==> config.mk <==
export PLATFORM = sky130hd
export DESIGN_NAME = framed_packet_crc_receiver_core
export DESIGN_NICKNAME = d
export VERILOG_FILES = /design/src/rtl/fpcr_pkg.sv /design/src/rtl/fpcr_cfg.sv /design/src/rtl/fpcr_crc_byte.sv /design/src/rtl/fpcr_parser.sv /design/src/rtl/framed_packet_crc_receiver_core.sv
export SDC_FILE = /design/constraint.sdc
export NUM_CORES = 1
export LEC_CHECK = 0
export BUFFER_PORTS_ARGS = -buffer_cell sky130_fd_sc_hd__buf_2
export CAP_MARGIN = 20
export CORE_MARGIN = 10
export CORE_UTILIZATION = 35
export CTS_CLUSTER_DIAMETER = 80
export DETAILED_ROUTE_END_ITERATION = 16
export PLACE_DENSITY = 0.58
export SLEW_MARGIN = 40
export SYNTH_ARGS = -nofsm -noshare
export SYNTH_HDL_FRONTEND = slang
export SYNTH_SLANG_ARGS = --single-unit
==> constraint.sdc <==
create_clock -name i_clk -period 11.29 [get_ports i_clk]
set_clock_uncertainty 0.1 [all_clocks]
set_input_delay 2.258 -clock i_clk [delete_from_list [all_inputs] [get_ports i_clk]]
set_output_delay 2.258 -clock i_clk [all_outputs]
set_load 0.01 [all_outputs]
==> src/rtl/fpcr_pkg.sv <==
// Shared types and codes for the framed packet CRC receiver.
package fpcr_pkg;

    localparam logic [1:0] ST_BUSY    = 2'd0;
    localparam logic [1:0] ST_READY   = 2'd1;
    localparam logic [1:0] ST_CRC_ERR = 2'd2;
    localparam logic [1:0] ST_FMT_ERR = 2'd3;

    localparam logic [1:0] CFG_SYNC_FIRST  = 2'd0;
    localparam logic [1:0] CFG_SYNC_SECOND = 2'd1;
    localparam logic [1:0] CFG_VERSION     = 2'd2;
    localparam logic [1:0] CFG_MAX_LENGTH  = 2'd3;

    localparam logic [15:0] CRC_POLY = 16'h1021;
    localparam logic [15:0] CRC_INIT = 16'hFFFF;

    typedef struct packed {
        logic [7:0]  sync_first;
        logic [7:0]  sync_second;
        logic [7:0]  protocol_version;
        logic [15:0] max_payload_length;
    } t_cfg;

    typedef struct packed {
        logic [1:0]  status;
        logic        payload_valid;
        logic [7:0]  payload_byte;
        logic [15:0] payload_offset;
        logic        payload_last;
        logic [7:0]  frame_type;
        logic [15:0] frame_length;
        logic [15:0] frame_sequence;
        logic [15:0] frame_crc;
    } t_result;

endpackage

==> src/rtl/fpcr_cfg.sv <==
// Configuration registers of the framed packet CRC receiver.
module fpcr_cfg
    import fpcr_pkg::*;
(
    input  logic        i_clk,
    input  logic        i_rst_n,
    input  logic        i_cfg_we,
    input  logic [1:0]  i_cfg_index,
    input  logic [15:0] i_cfg_data,
    output t_cfg        o_cfg
);

    t_cfg r_cfg;

    always_ff @(posedge i_clk) begin
        if (!i_rst_n) begin
            r_cfg.sync_first         <= 8'hAA;
            r_cfg.sync_second        <= 8'h55;
            r_cfg.protocol_version   <= 8'h01;
            r_cfg.max_payload_length <= 16'd256;
        end else if (i_cfg_we) begin
            unique case (i_cfg_index)
                CFG_SYNC_FIRST:  r_cfg.sync_first         <= i_cfg_data[7:0];
                CFG_SYNC_SECOND: r_cfg.sync_second        <= i_cfg_data[7:0];
                CFG_VERSION:     r_cfg.protocol_version   <= i_cfg_data[7:0];
                CFG_MAX_LENGTH:  r_cfg.max_payload_length <= i_cfg_data;
                default: begin
                end
            endcase
        end
    end

    assign o_cfg = r_cfg;

endmodule

==> src/rtl/fpcr_crc_byte.sv <==
// One-byte CRC-16 update, MSB first, polynomial 0x1021.
module fpcr_crc_byte
    import fpcr_pkg::*;
(
    input  logic [15:0] i_crc,
    input  logic [7:0]  i_byte,
    output logic [15:0] o_crc
);

    always_comb begin
        logic [15:0] v_crc;
        v_crc = i_crc ^ {i_byte, 8'h00};
        for (int k = 0; k < 8; k++) begin
            if (v_crc[15]) begin
                v_crc = {v_crc[14:0], 1'b0} ^ CRC_POLY;
            end else begin
                v_crc = {v_crc[14:0], 1'b0};
            end
        end
        o_crc = v_crc;
    end

endmodule

==> src/rtl/fpcr_parser.sv <==
// Frame parser state and per-word result logic.
module fpcr_parser
    import fpcr_pkg::*;
(
    input  logic       i_clk,
    input  logic       i_rst_n,
    input  logic       i_step,
    input  logic [7:0] i_byte,
    input  t_cfg       i_cfg,
    output t_result    o_result
);

    localparam logic [3:0] PH_SYNC1   = 4'd0;
    localparam logic [3:0] PH_SYNC2   = 4'd1;
    localparam logic [3:0] PH_VERSION = 4'd2;
    localparam logic [3:0] PH_TYPE    = 4'd3;
    localparam logic [3:0] PH_LEN_HI  = 4'd4;
    localparam logic [3:0] PH_LEN_LO  = 4'd5;
    localparam logic [3:0] PH_SEQ_HI  = 4'd6;
    localparam logic [3:0] PH_SEQ_LO  = 4'd7;
    localparam logic [3:0] PH_PAYLOAD = 4'd8;
    localparam logic [3:0] PH_CRC_HI  = 4'd9;
    localparam logic [3:0] PH_CRC_LO  = 4'd10;

    logic [3:0]  r_phase,    n_phase;
    logic [15:0] r_crc,      n_crc;
    logic [15:0] r_check,    n_check;
    logic [15:0] r_count,    n_count;
    logic [15:0] r_length,   n_length;
    logic [15:0] r_sequence, n_sequence;
    logic [7:0]  r_type,     n_type;

    logic [15:0] fed_crc;
    logic [16:0] next_offset;

    fpcr_crc_byte u_crc (
        .i_crc  (r_crc),
        .i_byte (i_byte),
        .o_crc  (fed_crc)
    );

    assign next_offset = {1'b0, r_count} + 17'd1;

    always_comb begin
        n_phase    = r_phase;
        n_crc      = r_crc;
        n_check    = r_check;
        n_count    = r_count;
        n_length   = r_length;
        n_sequence = r_sequence;
        n_type     = r_type;

        o_result                = '0;
        o_result.status         = ST_BUSY;

        unique case (r_phase)
            PH_SYNC1: begin
                if (i_byte == i_cfg.sync_first) n_phase = PH_SYNC2;
            end
            PH_SYNC2: begin
                if (i_byte == i_cfg.sync_second) begin
                    n_crc   = CRC_INIT;
                    n_check = '0;
                    n_phase = PH_VERSION;
                end else if (i_byte != i_cfg.sync_first) begin
                    n_phase = PH_SYNC1;
                end
            end
            PH_VERSION: begin
                n_crc = fed_crc;
                if (i_byte != i_cfg.protocol_version) begin
                    n_phase         = PH_SYNC1;
                    o_result.status = ST_FMT_ERR;
                end else begin
                    n_phase = PH_TYPE;
                end
            end
            PH_TYPE: begin
                n_type  = i_byte;
                n_crc   = fed_crc;
                n_phase = PH_LEN_HI;
            end
            PH_LEN_HI: begin
                n_length = {i_byte, 8'h00};
                n_crc    = fed_crc;
                n_phase  = PH_LEN_LO;
            end
            PH_LEN_LO: begin
                n_length = {r_length[15:8], i_byte};
                n_crc    = fed_crc;
                if (n_length > i_cfg.max_payload_length) begin
                    n_phase         = PH_SYNC1;
                    o_result.status = ST_FMT_ERR;
                end else begin
                    n_phase = PH_SEQ_HI;
                end
            end
            PH_SEQ_HI: begin
                n_sequence = {i_byte, 8'h00};
                n_crc      = fed_crc;
                n_phase    = PH_SEQ_LO;
            end
            PH_SEQ_LO: begin
                n_sequence = {r_sequence[15:8], i_byte};
                n_crc      = fed_crc;
                n_count    = '0;
                n_phase    = (r_length == 16'd0) ? PH_CRC_HI : PH_PAYLOAD;
            end
            PH_PAYLOAD: begin
                n_crc                   = fed_crc;
                n_count                 = next_offset[15:0];
                o_result.payload_valid  = 1'b1;
                o_result.payload_byte   = i_byte;
                o_result.payload_offset = r_count;
                if (next_offset >= {1'b0, r_length}) begin
                    o_result.payload_last = 1'b1;
                    n_phase               = PH_CRC_HI;
                end
            end
            PH_CRC_HI: begin
                n_check = {i_byte, 8'h00};
                n_phase = PH_CRC_LO;
            end
            PH_CRC_LO: begin
                n_check         = {r_check[15:8], i_byte};
                n_phase         = PH_SYNC1;
                o_result.status = (r_crc == n_check) ? ST_READY : ST_CRC_ERR;
            end
            default: begin
                n_phase         = PH_SYNC1;
                o_result.status = ST_FMT_ERR;
            end
        endcase

        o_result.frame_type     = n_type;
        o_result.frame_length   = n_length;
        o_result.frame_sequence = n_sequence;
        o_result.frame_crc      = n_check;
    end

    always_ff @(posedge i_clk) begin
        if (!i_rst_n) begin
            r_phase    <= PH_SYNC1;
            r_crc      <= CRC_INIT;
            r_check    <= '0;
            r_count    <= '0;
            r_length   <= '0;
            r_sequence <= '0;
            r_type     <= '0;
        end else if (i_step) begin
            r_phase    <= n_phase;
            r_crc      <= n_crc;
            r_check    <= n_check;
            r_count    <= n_count;
            r_length   <= n_length;
            r_sequence <= n_sequence;
            r_type     <= n_type;
        end
    end

    a_payload_phase_only: assert property (@(posedge i_clk) disable iff (!i_rst_n)
        i_step && o_result.payload_valid |=> (r_phase == PH_PAYLOAD || r_phase == PH_CRC_HI))
        else $error("payload word left parser in wrong phase");

    a_crc_reseeded: assert property (@(posedge i_clk) disable iff (!i_rst_n)
        i_step && r_phase == PH_SYNC2 && i_byte == i_cfg.sync_second
        |=> r_crc == CRC_INIT && r_check == 16'd0)
        else $error("crc not reseeded on sync");

    a_step_holds_state: assert property (@(posedge i_clk) disable iff (!i_rst_n)
        !i_step |=> $stable(r_phase) && $stable(r_crc) && $stable(r_count))
        else $error("parser state moved without a word");

endmodule

==> src/rtl/framed_packet_crc_receiver_core.sv <==
// Top level of the framed packet CRC receiver: word registers around the parser.
//
//  channel | direction | handshake               | payload
//  --------+-----------+-------------------------+--------------------------------
//  in      | input     | i_in_valid / o_in_stall | i_rx_byte
//  out     | output    | o_out_valid / i_out_stall | status, payload and frame fields
//  cfg     | input     | i_cfg_we                | i_cfg_index, i_cfg_data
//
// One word per cycle sustained while the output is not stalled; a taken word
// lands in the input register, and the parser steps it from there into the
// result register.
// The byte-wide CRC update and the phase step set the path from the input register to the result register.
// Reset is synchronous, active low, and restores the register defaults.
// A stalled result holds; the input register keeps taking words until it is full.
module framed_packet_crc_receiver_core
    import fpcr_pkg::*;
(
    input  logic        i_clk,
    input  logic        i_rst_n,
    input  logic        i_in_valid,
    output logic        o_in_stall,
    input  logic [7:0]  i_rx_byte,
    output logic        o_out_valid,
    input  logic        i_out_stall,
    output logic [1:0]  o_status,
    output logic        o_payload_valid,
    output logic [7:0]  o_payload_byte,
    output logic [15:0] o_payload_offset,
    output logic        o_payload_last,
    output logic [7:0]  o_frame_type,
    output logic [15:0] o_frame_length,
    output logic [15:0] o_frame_sequence,
    output logic [15:0] o_frame_crc,
    input  logic        i_cfg_we,
    input  logic [1:0]  i_cfg_index,
    input  logic [15:0] i_cfg_data
);

    t_cfg    cfg;
    t_result step_result;

    logic       r_in_valid;
    logic [7:0] r_in_byte;
    logic       r_out_valid;
    t_result    r_out;
    logic       advance;

    fpcr_cfg u_cfg (
        .i_clk       (i_clk),
        .i_rst_n     (i_rst_n),
        .i_cfg_we    (i_cfg_we),
        .i_cfg_index (i_cfg_index),
        .i_cfg_data  (i_cfg_data),
        .o_cfg       (cfg)
    );

    fpcr_parser u_parser (
        .i_clk    (i_clk),
        .i_rst_n  (i_rst_n),
        .i_step   (advance),
        .i_byte   (r_in_byte),
        .i_cfg    (cfg),
        .o_result (step_result)
    );

    assign advance    = r_in_valid && (!r_out_valid || !i_out_stall);
    assign o_in_stall = r_in_valid && !advance;

    always_ff @(posedge i_clk) begin
        if (!i_rst_n) begin
            r_in_valid <= 1'b0;
        end else if (!o_in_stall) begin
            r_in_valid <= i_in_valid;
        end
    end

    always_ff @(posedge i_clk) begin
        if (!o_in_stall && i_in_valid) begin
            r_in_byte <= i_rx_byte;
        end
    end

    always_ff @(posedge i_clk) begin
        if (!i_rst_n) begin
            r_out_valid <= 1'b0;
        end else if (advance) begin
            r_out_valid <= 1'b1;
        end else if (!i_out_stall) begin
            r_out_valid <= 1'b0;
        end
    end

    always_ff @(posedge i_clk) begin
        if (advance) begin
            r_out <= step_result;
        end
    end

    assign o_out_valid      = r_out_valid;
    assign o_status         = r_out.status;
    assign o_payload_valid  = r_out.payload_valid;
    assign o_payload_byte   = r_out.payload_byte;
    assign o_payload_offset = r_out.payload_offset;
    assign o_payload_last   = r_out.payload_last;
    assign o_frame_type     = r_out.frame_type;
    assign o_frame_length   = r_out.frame_length;
    assign o_frame_sequence = r_out.frame_sequence;
    assign o_frame_crc      = r_out.frame_crc;

    a_reset_empty: assert property (@(posedge i_clk)
        !i_rst_n |=> !o_out_valid && !r_in_valid)
        else $error("word registers not empty after reset");

    a_advance_fills_out: assert property (@(posedge i_clk) disable iff (!i_rst_n)
        advance |=> o_out_valid)
        else $error("parser step lost its result");

    a_stall_holds_out: assert property (@(posedge i_clk) disable iff (!i_rst_n)
        o_out_valid && i_out_stall |=> o_out_valid && $stable(r_out))
        else $error("stalled result changed");

    a_end_not_payload: assert property (@(posedge i_clk) disable iff (!i_rst_n)
        o_out_valid && (o_status == ST_READY || o_status == ST_CRC_ERR)
        |-> !o_payload_valid)
        else $error("frame end flagged on a payload word");

endmodule

==> flow_metrics.tcl <==
set metrics [dict create \
    fin_crit_sh 0.4484 \
    syn_area_mm2 0.01058 \
    dr.pass1.iters 5 \
    synth.yosys.seq_area_share 0.5145 \
    switchingPower_w 0.0004328 \
    layout_commonest_cell "nand2_1" \
    cts_buffers 26 \
    ys.warnings.count 0 \
    port_buffers 116 \
    core_mm2 0.02972 \
    async_flop_share 0 \
    grt_usage 0.1394 \
    grt_antenna_before_repair 2 \
    grt_pass1_wl_mm 43.32 \
    synth-edff-count 92 \
    most-common-layout-cells "153 x nand2_1, 133 x nor2_1, 133 x dfxtp_1" \
    cts_tree "built" \
    start_util 0.3562 \
    vdd_drop_max_mv 0.09209 \
    pwr-share-comb 0.068 \
    syn_to_final_growth_pct 17.00 \
    leakage_nw 4.847 \
    cap_violations 0 \
    crit_top_cell "buf_2" \
    status "completed" \
    layout-drive-gt1-share 0.1669 \
    die_area_mm2 0.03760 \
    clock_latency_ps 530 \
    drc 0 \
    startpoint_type "primary input" \
    die_w_um 193.9 \
    slew_violations 0 \
    dpl.hpwl_mm 19.56 \
    seqPwrFrac 0.464 \
    routedWlPerCell_um 17.28 \
    worstMarginPinSlew_ps 831.8 \
    cpLargestDelayFamily "buffers and inverters" \
    cp_num_buf_inv 2 \
    cts_setup_buffers 0 \
    setup-violations-final 0 \
    cp_max_fo 3 \
    clockRootBuffer "clkbuf_16" \
    switching_share 0.2245 \
    io_pins 117 \
    htreeDepth 1 \
    syn-num-nets 1161 \
    cp_data_arrival_time_ps 2700 \
    synth_cell_type_count 66 \
    p_int_w 0.001495 \
    first_global_vias 7521 \
    drtAntennaViolNets 0 \
    powerDensity_mw_per_mm2 155.7 \
    totalNegativeSetupSlack_ps 0 \
    min_period_ps 5062 \
    path_cells "buf_2, and3_1, buf_2" \
    fin_area_mm2 0.01238 \
    overflow 0 \
    cp-end-kind "primary output" \
    hold_viol 0 \
    grt_max_degree 81 \
    clock.fmax_mhz 197.5 \
    ctsHoldBuffers 0 \
    clkTransAtPathRegs_ps 60 \
    rsz0062_at_grt "false" \
    worstHoldPathType "register to register" \
    worst_path_largest_cell_delay_ps 200 \
    required_ps 8930 \
    placed_cell_area_mm2 0.01146 \
    maxSlewHeadroom 0.4455 \
    num_vias 7957 \
    ys_ff_latch 226 \
    slowest_stage "and3_1" \
    avgViaCountPerCell 5.008 \
    dp.cells 1540 \
    critical_path_class "primary input to primary output" \
    clockBufferDepth 3 \
    gp_congestion 0.8471 \
    synthFlopType "dfxtp_1" \
    drt_iter0_drc 570 \
    cts.sinks 226 \
    cts_resized 0 \
    die_h_um 193.9 \
    layoutNonFillerInstCount 1589 \
    pwr-share-clk 0.468 \
    postSynthAreaPerCell_um2 9.648 \
    rows 63 \
    drt-total-wl_mm 27.45 \
    nets 1242 \
    synthCells 1097 \
]
## metrics by stage
step                setup WS [ps]  utilization  hold slack, ps  total power, W
detailed placement           6231       0.3856           346.8        0.001045
finish                       6228       0.4167           351.0        0.001928
global placement             6226       0.3828           338.8        0.001041
global route                 6198       0.4166           369.0        0.002003
floorplan                    5369            -           333.8       0.0009936
CTS                          6228       0.4164           355.2        0.001948
## registers in the layout, summed over array words and instances, names as in the netlist, 2 cells and up
name                 count
u_parser.r_crc          16
o_frame_sequence        16
u_parser.r_check        16
r_in_byte                8
o_frame_crc             16
u_parser.r_count        16
u_parser.r_sequence     16
u_parser.r_type          8
u_parser.r_phase         4
u_cfg.o_cfg             40
o_payload_offset        16
o_frame_type             8
o_frame_length          16
o_payload_byte           8
u_parser.r_length       16
o_status                 2
## metal layers
metal,wire (µm),vias up,GRT usage
li1,-,3971,-
met1,13390,3762,0.1993
met2,12090,186,0.2130
met3,1479,38,0.02593
met4,497,0,0.03123
met5,0,-,0
## synth_stat cells (31+ instances only)
cell type | number | area, µm²
a21oi_1 | 63 | 315.3
inv_1 | 31 | 116.4
dfxtp_1 | 134 | 2683
nor2_1 | 133 | 499.2
and3_1 | 32 | 200.2
edfxtp_1 | 92 | 2763
xor2_1 | 36 | 315.3
ha_1 | 33 | 412.9
mux2i_1 | 32 | 320.3
clkbuf_1 | 46 | 172.7
o21ai_1 | 31 | 155.2
nand2_1 | 154 | 578.1
xnor2_1 | 42 | 367.9
## kinds of logic after synthesis
| logic type | Yosys count | synth area share |
|---|---|---|
| AO/OA/AOI/OAI | 170 | 0.1007 |
| XOR/XNOR | 79 | 0.06608 |
| adder cells (fa/ha/maj) | 33 | 0.03901 |
| buffers and inverters | 107 | 0.04256 |
| flip-flops | 226 | 0.5145 |
| multiplexers | 48 | 0.04729 |
| AND/OR/NAND/NOR | 434 | 0.1899 |
## tightest hold or removal path: stages (launching register included)
cell     delay [ps]
dfxtp_1         300
nand2_1          50
a21oi_1          50
## area by class of cell
type | instances | area, µm²
fill | 2866 | 17330
sequential | 226 | 5446
multi-input combinational | 764 | 4702
clock buffer | 33 | 698.2
timing repair buffer | 127 | 696.9
tap | 390 | 488.0
clock inverter | 15 | 217.7
inverter | 33 | 131.4
antenna | 1 | 2.502
## path summary, 6_finish.rpt
kind                                                     startpoint                                   to  slack [ps]  depth (start not counted)
worst min-delay path            u_parser.r_sequence[9]$_SDFFE_PN0P_  u_parser.r_sequence[9]$_SDFFE_PN0P_         350                          2
worst min register to register  u_parser.r_sequence[9]$_SDFFE_PN0P_  u_parser.r_sequence[9]$_SDFFE_PN0P_         350                          2
worst max-delay path                                    i_out_stall                           o_in_stall        6230                          3
worst max register to register     u_parser.r_count[0]$_SDFFE_PN0P_     u_parser.r_phase[1]$_SDFFE_PN0P_        7930                         13
## power by group through the flow
stage	combinational, W	sequential [W]	clock (W)
after floorplan	0.0000818	0.000912	0
after global placement	0.000124	0.000917	0
after detailed placement	0.000133	0.000913	0
after CTS	0.000134	0.000895	0.000920
after global routing	0.000147	0.000897	0.000958
final	0.000132	0.000895	0.000902
Power figures use the tool's default switching activity.
